$ cat config.mk
export PLATFORM = sky130hd
export DESIGN_NAME = acpc_ctrl
export DESIGN_NICKNAME = d
export VERILOG_FILES = /design/src/hw/rtl/acpc_pkg.sv /design/src/hw/rtl/acpc_ctrl.sv
export VERILOG_INCLUDE_DIRS = /design/src /design/src/hw/rtl
export SDC_FILE = /design/constraint.sdc
export NUM_CORES = 1
export LEC_CHECK = 0
export BUFFER_PORTS_ARGS = -buffer_cell sky130_fd_sc_hd__buf_2
export CAP_MARGIN = 20
export CORE_AREA = 2 2 39 41
export DETAILED_ROUTE_END_ITERATION = 8
export DIE_AREA = 0 0 41 43
export PLACE_DENSITY = 0.44
export SLEW_MARGIN = 10
export SYNTH_ARGS = -nofsm -noshare
export SYNTH_HDL_FRONTEND = slang
export SYNTH_SLANG_ARGS = --single-unit
$ cat constraint.sdc
create_clock -name clk -period 1.1 [get_ports clk]
set_input_delay 0.11 -clock clk [delete_from_list [all_inputs] [get_ports clk]]
set_output_delay 0.11 -clock clk [all_outputs]
set_load 0.01 [all_outputs]
$ cat src/hw/rtl/alignment_column_profile_counter_core_defines.svh
// Assertion macros shared by the profile counter modules.
`ifndef ALIGNMENT_COLUMN_PROFILE_COUNTER_CORE_DEFINES_SVH
`define ALIGNMENT_COLUMN_PROFILE_COUNTER_CORE_DEFINES_SVH

// Same-cycle implication, sampled on clk, off while rst_n is low.
`define ACPC_ASSERT_NOW(lbl, ante, cons, msg) \
  lbl: assert property (@(posedge clk) disable iff (!rst_n) (ante) |-> (cons)) \
    else $error(msg);

// Next-cycle implication, sampled on clk, off while rst_n is low.
`define ACPC_ASSERT_NEXT(lbl, ante, cons, msg) \
  lbl: assert property (@(posedge clk) disable iff (!rst_n) (ante) |=> (cons)) \
    else $error(msg);

`endif

$ cat src/hw/rtl/acpc_pkg.sv
// Shared constants, command/status types and helpers for the profile counter.
package acpc_pkg;

  // Sizes
  localparam int MAX_COLUMNS_DEF = 1024;
  localparam int MAX_SEQ         = 4096;
  localparam int ALPHABET_SIZE   = 20;
  localparam int TRAN_BINS       = 4;

  // Field widths
  localparam int CNT_W    = 13;
  localparam int FUNC_W   = 2;
  localparam int CODE_W   = 5;
  localparam int LABEL_W  = 12;
  localparam int RCOL_W   = 10;
  localparam int RBIN_W   = 5;
  localparam int CCOUNT_W = 11;

  // Stream data layout
  localparam int IN_DATA_W  = 32;
  localparam int OUT_DATA_W = 32;
  localparam int CODE_LSB   = 0;
  localparam int LABEL_LSB  = CODE_LSB + CODE_W;
  localparam int RCOL_LSB   = LABEL_LSB + LABEL_W;
  localparam int RBIN_LSB   = RCOL_LSB + RCOL_W;
  localparam int OUT_PAD_W  = OUT_DATA_W - 2 * CNT_W;

  // Configuration port
  localparam int CFG_IDX_W  = 1;
  localparam int CFG_DATA_W = 12;
  localparam logic [CFG_IDX_W-1:0] REG_COLUMN_COUNT   = 1'b0;
  localparam logic [CFG_IDX_W-1:0] REG_TARGET_CLUSTER = 1'b1;
  localparam logic [CCOUNT_W-1:0]  COLUMN_COUNT_RST   = CCOUNT_W'(1024);

  // Item operation codes
  localparam logic [FUNC_W-1:0] FN_CLEAR = 2'd0;
  localparam logic [FUNC_W-1:0] FN_ACCUM = 2'd1;
  localparam logic [FUNC_W-1:0] FN_READ  = 2'd2;

  localparam logic [CODE_W-1:0] GAP_CODE = CODE_W'(ALPHABET_SIZE);
  localparam logic [CNT_W-1:0]  CNT_MAX  = CNT_W'(MAX_SEQ);

  // Controller to datapath
  typedef struct packed {
    logic accept;
    logic do_acc;
    logic load_out;
    logic clr_init;
    logic clr_step;
  } dp_cmd_t;

  // Datapath to controller
  typedef struct packed {
    logic [FUNC_W-1:0] func;
    logic              clr_last;
    logic              out_free;
  } dp_sts_t;

  // Saturating increment of one count
  function automatic logic [CNT_W-1:0] sat_inc(input logic [CNT_W-1:0] v);
    sat_inc = (v < CNT_MAX) ? v + CNT_W'(1) : v;
  endfunction

endpackage

$ cat src/hw/rtl/acpc_ctrl.sv
// Controller state machine: item acceptance, clearing sweep, accumulate and read steps.
`include "alignment_column_profile_counter_core_defines.svh"

module acpc_ctrl (
  input  logic              clk,
  input  logic              rst_n,
  input  logic              in_tvalid,
  output logic              in_tready,
  input  acpc_pkg::dp_sts_t sts,
  output acpc_pkg::dp_cmd_t cmd
);
  import acpc_pkg::*;

  typedef enum logic [3:0] {
    ST_CLEAR = 4'b0001,
    ST_IDLE  = 4'b0010,
    ST_ACC   = 4'b0100,
    ST_READ  = 4'b1000
  } state_t;

  state_t state_r, state_nxt;
  logic   accept;

  assign in_tready = (state_r == ST_IDLE);
  assign accept    = in_tready && in_tvalid;

  // Decode next state and issue commands
  always_comb begin
    state_nxt    = state_r;
    cmd          = '0;
    cmd.accept   = accept;
    case (state_r)
      ST_CLEAR: begin
        cmd.clr_step = 1'b1;
        if (sts.clr_last) begin
          state_nxt = ST_IDLE;
        end
      end
      ST_IDLE: begin
        if (accept) begin
          case (sts.func)
            FN_CLEAR: begin
              cmd.clr_init = 1'b1;
              state_nxt    = ST_CLEAR;
            end
            FN_ACCUM: state_nxt = ST_ACC;
            FN_READ:  state_nxt = ST_READ;
            default:  state_nxt = ST_IDLE;
          endcase
        end
      end
      ST_ACC: begin
        cmd.do_acc = 1'b1;
        state_nxt  = ST_IDLE;
      end
      ST_READ: begin
        if (sts.out_free) begin
          cmd.load_out = 1'b1;
          state_nxt    = ST_IDLE;
        end
      end
      default: state_nxt = ST_IDLE;
    endcase
  end

  // Reset starts a clearing sweep
  always_ff @(posedge clk) begin
    if (!rst_n) begin
      state_r <= ST_CLEAR;
    end else begin
      state_r <= state_nxt;
    end
  end

  `ACPC_ASSERT_NEXT(a_read_goes_to_read,
    (state_r == ST_IDLE) && in_tvalid && (sts.func == FN_READ),
    state_r == ST_READ, "read item did not enter read step")
  `ACPC_ASSERT_NEXT(a_clear_ends_idle,
    (state_r == ST_CLEAR) && sts.clr_last,
    state_r == ST_IDLE, "clearing sweep did not end")

endmodule

==> results.sh, run 1 <==
export IMPL_largest_reg_flops=4
export IMPL_clkTransAtPathRegs_ns=0.03
export IMPL_cts_buffers=3
export IMPL_stdcell_count=58
export IMPL_multi_input_area_um2=173
export IMPL_hold_class="in2reg"
export IMPL_pin_count=13
export IMPL_fin_skew_ns=0.00243
export IMPL_dieHeight_um=43
export IMPL_rows=14
export IMPL_pwr_share_seq_pct=39.5
export IMPL_worst_slack_ns=-0.283
export IMPL_most_common_layout_cells="buf_2 (9), buf_4 (4), clkbuf_4 (3), buf_6 (3), dfxtp_2 (3)"
export IMPL_syn_to_final_growth_pct=68.5
export IMPL_crit_path_end_kind="output pin"
export IMPL_max_slew_margin_rel_pct=74.6
export IMPL_max_freq_mhz=723
export IMPL_cts_tree="built"
export IMPL_grt_max_degree=7
export IMPL_synth_area_per_cell_um2=10.3
export IMPL_finalNetCount=51
export IMPL_final_common_cell="buf_2"
export IMPL_clk_latency_ns=0.23
export IMPL_yosysWarningCount=0
export IMPL_overflow=0
export IMPL_arrival_ns=1.27
export IMPL_io_buffers=12
export IMPL_via_per_inst=4.43
export IMPL_start_kind="flip-flop"
export IMPL_die_area_um2=1760
export IMPL_post_route_min_period_ns=1.38
export IMPL_ys_seq_elements=4
export IMPL_synth_nets=31
export IMPL_violations="setup timing"
export IMPL_die_width_um=41
export IMPL_clock_root_buffer="clkbuf_4"
export IMPL_synth_distinct_cells=19
export IMPL_post_place_ws_ns=-0.0532
export IMPL_reg_top3="state_r (4)"
export IMPL_sw_frac_of_total_pct=23.7
export IMPL_vias=257
export IMPL_dp_final_hpwl_um=471
export IMPL_seq_area_frac_synth_pct=32.5
export IMPL_fin_crit_sh_pct=126
export IMPL_netlist_area_um2=246
export IMPL_ff_latch_area_um2=87.6
export IMPL_antenna_cells=0
export IMPL_h_tree_depth=1
export IMPL_hold_buffers=0
export IMPL_gp_congestion=0.661
export IMPL_drc_errors=0
export IMPL_regMostFlops="state_r"
export IMPL_critPathRequiredTime_ns=0.99
export IMPL_finalSetupViolCount=8
export IMPL_wl_per_cell_um=11.0
export IMPL_cts_sinks=4
export IMPL_rsz0062_at_grt="true"
export IMPL_internal_power_mw=0.321
export IMPL_worst_setup_path_type="reg2out"
export IMPL_finalMaxSlewViolations=0
export IMPL_clk_path_buf_depth=2
export IMPL_start_util_pct=17.8
export IMPL_p_switching_mw=0.0997
export IMPL_drt_iter0_drc=5
export IMPL_ys_top_cells_by_area="dfxtp_1 (32%), nor4b_1 (11%), nor4b_4 (9.6%)"
export IMPL_dp_cells=52
export IMPL_wirelength_um=636
export IMPL_core_region_area_um2=1380
export IMPL_worst_slew_pin_slew_ns=0.376
export IMPL_antenna_found_initial=0
export IMPL_critPathMaxFanout=5
export IMPL_power_mw=0.421
export IMPL_num_fill_cells=157
export IMPL_drive_above_1_share_pct=69.0
export IMPL_postRouteAntennaNets=0
export IMPL_grt_pass1_wl_mm=1.07
export IMPL_grt_total_usage_pct=9.24
export IMPL_ir_drop_mv=0.574
export IMPL_grt_pass1_vias=266
export IMPL_p_comb_share_pct=18.6
export IMPL_status="finished with violations"
export IMPL_cap_violations=0
export IMPL_synthCells=24
export IMPL_hold_viol=0
export IMPL_p_clk_share_pct=41.9
export IMPL_p_leak_nw=0.198
export IMPL_yosysTopAreaCell="dfxtp_1"
export IMPL_whs_ns=0.119
export IMPL_power_density_nw_per_um2=1010
export IMPL_dr_pass1_iters=2
export IMPL_yosys_area_top_type_share_pct=32.5
export IMPL_tns_ns=-1.31
## through the flow
stage | instance area, µm² | util [%]
3_5_place_dp | 328 | 23.7
6_report | 415 | 30.0
4_1_cts | 393 | 28.4
5_1_grt | 415 | 30.0
3_3_place_gp | 328 | 23.7
2_1_floorplan | 248 | -
## logic make-up after synthesis
family	synth area share, %
buffers and inverters	4.57
AND/OR/NAND/NOR	52.8
AO/OA/AOI/OAI	10.2
flip-flops	32.5
## what timing repair did
action	4_1_cts	5_1_grt
gates resized for setup	6	4
buffers inserted	3	1
pin swaps	3	2
setup endpoints to repair	8	10
## cell type report
cell class | count | area share, %
clock buffer | 3 | 5.42
inverter | 1 | 0.904
multi-input combinational | 18 | 41.6
sequential | 4 | 21.1
tap | 16 | 4.82
timing repair buffer | 16 | 26.2
## routing by layer
metal | global-route usage, % | wire length, µm | vias up
met4 | 4.00 | 0 | 0
met2 | 13.4 | 307 | 10
li1 | - | - | 129
met5 | 0 | 0 | -
met3 | 4.71 | 56 | 0
met1 | 10.9 | 272 | 118
## power by group through the flow
stage / Combinational (mW) / Clock (mW) / Sequential (mW)
after floorplan: 0.0371 / 0 / 0.165
after global placement: 0.0680 / 0 / 0.168
after detailed placement: 0.0670 / 0 / 0.167
after CTS: 0.0754 / 0.189 / 0.163
after global routing: 0.0866 / 0.202 / 0.168
final: 0.0783 / 0.177 / 0.166
## cell usage after synthesis (all sizes together)
cell type	n
and4b	1
nand3	1
and3b	1
nor4b	4
buf	1
o311a	1
a21oi	1
and4bb	1
nor2	1
nand3b	1
inv	1
nand2	1
nor3b	1
a41o	1
nand2b	1
and2	2
dfxtp	4
## worst paths after layout
check | start | endpoint | slack [ns] | depth (start not counted)
worst min register to register | state_r[1] | state_r[1] | 0.58 | 1
worst min-delay path | rst_n | state_r[0] | 0.12 | 2
worst max register to register | state_r[2] | state_r[1] | -0.11 | 5
worst max-delay path | state_r[2] | cmd[1] | -0.28 | 3
## worst max-delay path, cell delays in order, from the launching register on
cell	delay [ns]
dfxtp_2	0.34
nor4b_4	0.31
and4bb_2	0.29
buf_6	0.11
(Power assumes the default switching activity.)
==> run 2, diff against run 1 <==
--- a/config.mk
+++ b/config.mk
@@ -9,6 +9,7 @@
 export BUFFER_PORTS_ARGS = -buffer_cell sky130_fd_sc_hd__buf_2
 export CAP_MARGIN = 20
 export CORE_AREA = 2 2 39 41
+export CTS_BUF_LIST = sky130_fd_sc_hd__clkbuf_8
 export DETAILED_ROUTE_END_ITERATION = 8
 export DIE_AREA = 0 0 41 43
 export PLACE_DENSITY = 0.44
==> run 2 against run 1 <==
The run still ends with setup timing left; setup slack better by 0.018 ns; combinational power is essentially flat; via count grew 0.78%; global-route usage rose by 0.10 points; critical path type unchanged; critical endpoint unchanged.
==> results.sh, run 2 (synthesis gave the netlist of run 1 again) <==
export IMPL_status="finished with violations"
export IMPL_violations="setup timing"
export IMPL_clk_latency_ns=0.21
export IMPL_worst_setup_path_type="reg2out"
export IMPL_h_tree_depth=1
export IMPL_cts_sinks=4
export IMPL_pwr_share_seq_pct=30.6
export IMPL_min_path_cells=2
export IMPL_power_density_nw_per_um2=1250
export IMPL_final_common_cell="buf_2"
export IMPL_cap_violations=0
export IMPL_cts_tree="built"
export IMPL_drt_iter0_drc=5
export IMPL_p_switching_mw=0.112
export IMPL_wl_per_cell_um=11.1
export IMPL_clk_path_buf_depth=2
export IMPL_cts_buffers=3
export IMPL_die_area_um2=1760
export IMPL_clock_root_buffer="clkbuf_8"
export IMPL_max_freq_mhz=733
export IMPL_fin_crit_sh_pct=124
export IMPL_dieHeight_um=43
export IMPL_finalSetupViolCount=8
export IMPL_regMostFlops="state_r"
export IMPL_rr_worst_depth=5
export IMPL_p_leak_nw=0.206
export IMPL_grt_max_degree=7
export IMPL_rows=14
export IMPL_dp_final_hpwl_um=471
export IMPL_wirelength_um=641
export IMPL_reg_top3="state_r (4)"
export IMPL_via_per_inst=4.47
export IMPL_start_util_pct=17.8
export IMPL_arrival_ns=1.25
export IMPL_gp_congestion=0.661
export IMPL_finalNetCount=51
export IMPL_crit_path_end_kind="output pin"
export IMPL_drive_above_1_share_pct=69.0
export IMPL_clkTransAtPathRegs_ns=0.03
export IMPL_fin_skew_ns=0.00227
export IMPL_largest_reg_flops=4
export IMPL_start_kind="flip-flop"
export IMPL_p_clk_share_pct=55.0
export IMPL_overflow=0
export IMPL_rsz0062_at_grt="true"
export IMPL_antenna_found_initial=0
export IMPL_grt_pass1_vias=268
export IMPL_dr_pass1_iters=2
export IMPL_max_slew_margin_rel_pct=74.4
export IMPL_critPathMaxFanout=5
export IMPL_p_comb_share_pct=14.4
export IMPL_antenna_cells=0
export IMPL_utilization_pct=31.4
export IMPL_hold_class="in2reg"
export IMPL_pin_count=13
export IMPL_internal_power_mw=0.432
export IMPL_ir_drop_mv=0.751
export IMPL_rrSetupSlack_ns=-0.11
export IMPL_grt_total_usage_pct=9.34
export IMPL_critPathRequiredTime_ns=0.99
export IMPL_finalMaxSlewViolations=0
export IMPL_core_region_area_um2=1380
export IMPL_worst_slew_pin_slew_ns=0.378
export IMPL_postRouteAntennaNets=0
export IMPL_whs_ns=0.138
export IMPL_vias=259
export IMPL_grt_pass1_wl_mm=1.08
export IMPL_most_common_layout_cells="buf_2 (9), buf_4 (4), clkbuf_8 (3), buf_6 (3), dfxtp_2 (3)"
export IMPL_syn_to_final_growth_pct=76.1
export IMPL_drc_errors=0
export IMPL_power_mw=0.544
export IMPL_hold_viol=0
export IMPL_worst_slack_ns=-0.265
export IMPL_die_width_um=41
export IMPL_post_route_min_period_ns=1.36
export IMPL_sw_frac_of_total_pct=20.5
export IMPL_io_buffers=12
-- run 2: power by group through the flow --
| stage | clock, mW | sequential (mW) | combinational, mW |
|---|---|---|---|
| after CTS | 0.312 | 0.163 | 0.0754 |
| after floorplan | 0 | 0.165 | 0.0371 |
| final | 0.299 | 0.167 | 0.0783 |
| after global routing | 0.330 | 0.169 | 0.0866 |
| after global placement | 0 | 0.168 | 0.0680 |
| after detailed placement | 0 | 0.167 | 0.0670 |
-- run 2: path summary, 6_finish.rpt --
check	from	to
setup / recovery	state_r[2]	cmd[1]
hold / removal	rst_n	state_r[0]
setup reg to reg	state_r[2]	state_r[1]
hold reg to reg	state_r[1]	state_r[1]
-- run 2: per-layer routing --
metal | routed length (µm) | global-route usage, % | part of all wire [%]
met3 | 55 | 4.71 | 8.6
met4 | 0 | 4.00 | 0
met2 | 303 | 13.4 | 47
met5 | 0 | 0 | 0
met1 | 282 | 11.3 | 44
-- run 2: timing repair --
item                                    CTS  global route
hold endpoints to repair                  0             0
hold buffers                              0             0
gates resized for setup                   6             4
endpoints found under the setup margin    8            10
pin swaps                                 3             2
setup buffers                             3             1
-- run 2: area by class of cell --
| class | instances | area [µm²] |
|---|---|---|
| multi-input cells | 18 | 173 |
| well taps | 16 | 20.0 |
| repair buffers | 16 | 109 |
| clock buffers | 3 | 41.3 |
| inverters | 1 | 3.75 |
| flip-flops and latches | 4 | 87.6 |
| fillers | 152 | 950 |
-- run 2: per-stage QoR --
| stage | setup WS (ns) | instances | TNS, ns | area (µm²) |
|---|---|---|---|---|
| floorplan | -0.0902 | 24 | -0.210 | 248 |
| CTS | -0.275 | 57 | -1.35 | 412 |
| detailed placement | -0.0532 | 52 | -0.156 | 328 |
| finish | -0.265 | 58 | -1.20 | 434 |
| global placement | -0.0851 | 52 | -0.240 | 328 |
| global route | -0.334 | 58 | -1.92 | 434 |
-- run 2: critical path, stage by stage (launching register included) --
cell and delay [ns]:
dfxtp_2 0.34, nor4b_4 0.31, and4bb_2 0.29, buf_6 0.11
==> run 3, diff against run 2 <==
--- a/config.mk
+++ b/config.mk
@@ -12,7 +12,7 @@
 export CTS_BUF_LIST = sky130_fd_sc_hd__clkbuf_8
 export DETAILED_ROUTE_END_ITERATION = 8
 export DIE_AREA = 0 0 41 43
-export PLACE_DENSITY = 0.44
+export PLACE_DENSITY = 0.43
 export SLEW_MARGIN = 10
 export SYNTH_ARGS = -nofsm -noshare
 export SYNTH_HDL_FRONTEND = slang
==> constraint.sdc (replaced) <==
create_clock -name clk -period 1.4 [get_ports clk]
set_input_delay 0.14 -clock clk [delete_from_list [all_inputs] [get_ports clk]]
set_output_delay 0.14 -clock clk [all_outputs]
set_load 0.01 [all_outputs]
==> run 3 against run 2 <==
The run still ends with setup timing left; global-route usage fell by 0.60 points; die area did not move; final cell count rose by 1.7%; largest power group unchanged; clock skew rose by 0.0014 ns; via count rose by 1.9%; wire length rose by 8.7%; setup slack improved by 0.23 ns; critical path type unchanged; sequential cell count did not move; core utilization rose by 1.3 points.
==> results.sh, run 3 (synthesis gave the netlist of run 1 again) <==
export IMPL_violations="setup timing"
export IMPL_rr_worst_depth=3
export IMPL_drive_above_1_share_pct=67.4
export IMPL_grt_total_usage_pct=8.73
export IMPL_syn_to_final_growth_pct=83.2
export IMPL_dieHeight_um=43
export IMPL_internal_power_mw=0.345
export IMPL_clk_latency_ns=0.21
export IMPL_min_path_cells=2
export IMPL_sw_frac_of_total_pct=21.2
export IMPL_clock_root_buffer="clkbuf_8"
export IMPL_final_common_cell="buf_2"
export IMPL_min_to="state_r[0]"
export IMPL_rsz0062_at_grt="true"
export IMPL_start_util_pct=17.8
export IMPL_most_common_layout_cells="buf_2 (9), buf_6 (4), buf_4 (4)"
export IMPL_io_buffers=12
export IMPL_num_fill_cells=153
export IMPL_ir_drop_mv=0.605
export IMPL_rows=14
export IMPL_core_region_area_um2=1380
export IMPL_drc_errors=0
export IMPL_grt_max_degree=7
export IMPL_drt_iter0_drc=3
export IMPL_post_place_ws_ns=0.152
export IMPL_fin_crit_sh_pct=102
export IMPL_clk_path_buf_depth=2
export IMPL_die_area_um2=1760
export IMPL_worst_setup_path_type="reg2out"
export IMPL_p_leak_nw=0.211
export IMPL_power_density_nw_per_um2=968
export IMPL_wl_per_cell_um=11.8
export IMPL_antenna_found_initial=0
export IMPL_cts_sinks=4
export IMPL_max_freq_mhz=699
export IMPL_pwr_share_seq_pct=29.9
export IMPL_crit_path_end_kind="output pin"
export IMPL_antenna_cells=0
export IMPL_largest_reg_flops=4
export IMPL_dp_final_hpwl_um=481
export IMPL_timing_rr_end="state_r[2]"
export IMPL_die_width_um=41
export IMPL_rr_startpoint="state_r[2]"
export IMPL_regMostFlops="state_r"
export IMPL_arrival_ns=1.29
export IMPL_worstHoldStart="rst_n"
export IMPL_start_kind="flip-flop"
export IMPL_post_route_min_period_ns=1.43
export IMPL_grt_pass1_wl_mm=1.03
export IMPL_critPathMaxFanout=4
export IMPL_overflow=0
export IMPL_status="finished with violations"
export IMPL_clkTransAtPathRegs_ns=0.03
export IMPL_finalSetupViolCount=1
export IMPL_worst_slew_pin_slew_ns=0.283
export IMPL_worst_slack_ns=-0.0297
export IMPL_postRouteAntennaNets=0
export IMPL_reg_top3="state_r (4)"
export IMPL_finalMaxSlewViolations=0
export IMPL_wirelength_um=697
export IMPL_hold_buffers=0
export IMPL_pin_count=13
export IMPL_p_switching_mw=0.0926
export IMPL_whs_ns=0.178
export IMPL_p_clk_share_pct=54.2
export IMPL_cts_tree="built"
export IMPL_tns_ns=-0.0297
export IMPL_hold_viol=0
export IMPL_dr_pass1_iters=2
export IMPL_via_per_inst=4.47
export IMPL_fin_skew_ns=0.00365
export IMPL_h_tree_depth=1
export IMPL_grt_pass1_vias=247
export IMPL_vias=264
export IMPL_gp_congestion=0.677
export IMPL_critPathLaunch="state_r[2]"
export IMPL_p_comb_share_pct=15.8
export IMPL_hold_class="in2reg"
export IMPL_critPathRequiredTime_ns=1.26
export IMPL_cts_buffers=3
export IMPL_finalNetCount=52
export IMPL_cap_violations=0
export IMPL_max_slew_margin_rel_pct=81.0
export IMPL_rrSetupSlack_ns=0.23
## run 3: cell count changes in the layout (fill, tap and decap cells not counted), sizes merged
cell  previous run  this run
buf             16        17
## run 3: layer usage
layer	wire length [µm]	up-vias	global-route usage (%)	part of all wire [%]
met5	0	-	0	0
met4	0	0	2.00	0
met3	70	0	4.71	10
met2	285	14	10.6	41
met1	341	117	13.2	49
li1	-	133	-	-
## run 3: layout make-up
class | instances | area, µm² | area share [%]
clock buffer | 3 | 41.3 | 9.14
inverter | 1 | 3.75 | 0.831
multi-input combinational | 18 | 176 | 39.1
sequential | 4 | 90.1 | 19.9
tap | 16 | 20.0 | 4.43
timing repair buffer | 17 | 120 | 26.6
## run 3: timing repair
| item | CTS | global route |
|---|---|---|
| endpoints found under the setup margin | 3 | 4 |
| setup buffers | 2 | 3 |
| endpoints found under the hold margin | 0 | 0 |
| pin swaps | 2 | 5 |
| resized for setup | 4 | 10 |
## run 3: metrics by stage
step / cell area (µm²) / std cells / power (mW) / utilization (%)
6_report: 452 / 59 / 0.437 / 32.6
3_3_place_gp: 319 / 51 / 0.180 / 23.1
4_1_cts: 387 / 56 / 0.433 / 27.9
2_1_floorplan: 246 / 24 / 0.158 / -
5_1_grt: 452 / 59 / 0.461 / 32.6
3_5_place_dp: 319 / 51 / 0.181 / 23.1
## run 3: power by group through the flow
stage | combinational (mW) | clock [mW] | sequential, mW
after floorplan | 0.0287 | 0 | 0.129
after global placement | 0.0494 | 0 | 0.131
after detailed placement | 0.0499 | 0 | 0.131
after CTS | 0.0581 | 0.246 | 0.129
after global routing | 0.0753 | 0.254 | 0.132
final | 0.0693 | 0.237 | 0.131
## run 3: worst max path at each step
| stage | end | slack, ns | cells after the start |
|---|---|---|---|
| after floorplan | state_r[0] | 0.19 | 3 |
| after global placement | cmd[1] | 0.18 | 3 |
| after detailed placement | cmd[1] | 0.15 | 3 |
| after CTS | cmd[1] | -0.04 | 3 |
| after global routing | cmd[1] | -0.08 | 3 |
| final | cmd[1] | -0.03 | 3 |
## run 3: critical path, stage by stage (launching register included)
cell      delay, ns
dfxtp_4        0.35
nor4b_4        0.34
and4bb_2       0.29
buf_6          0.10
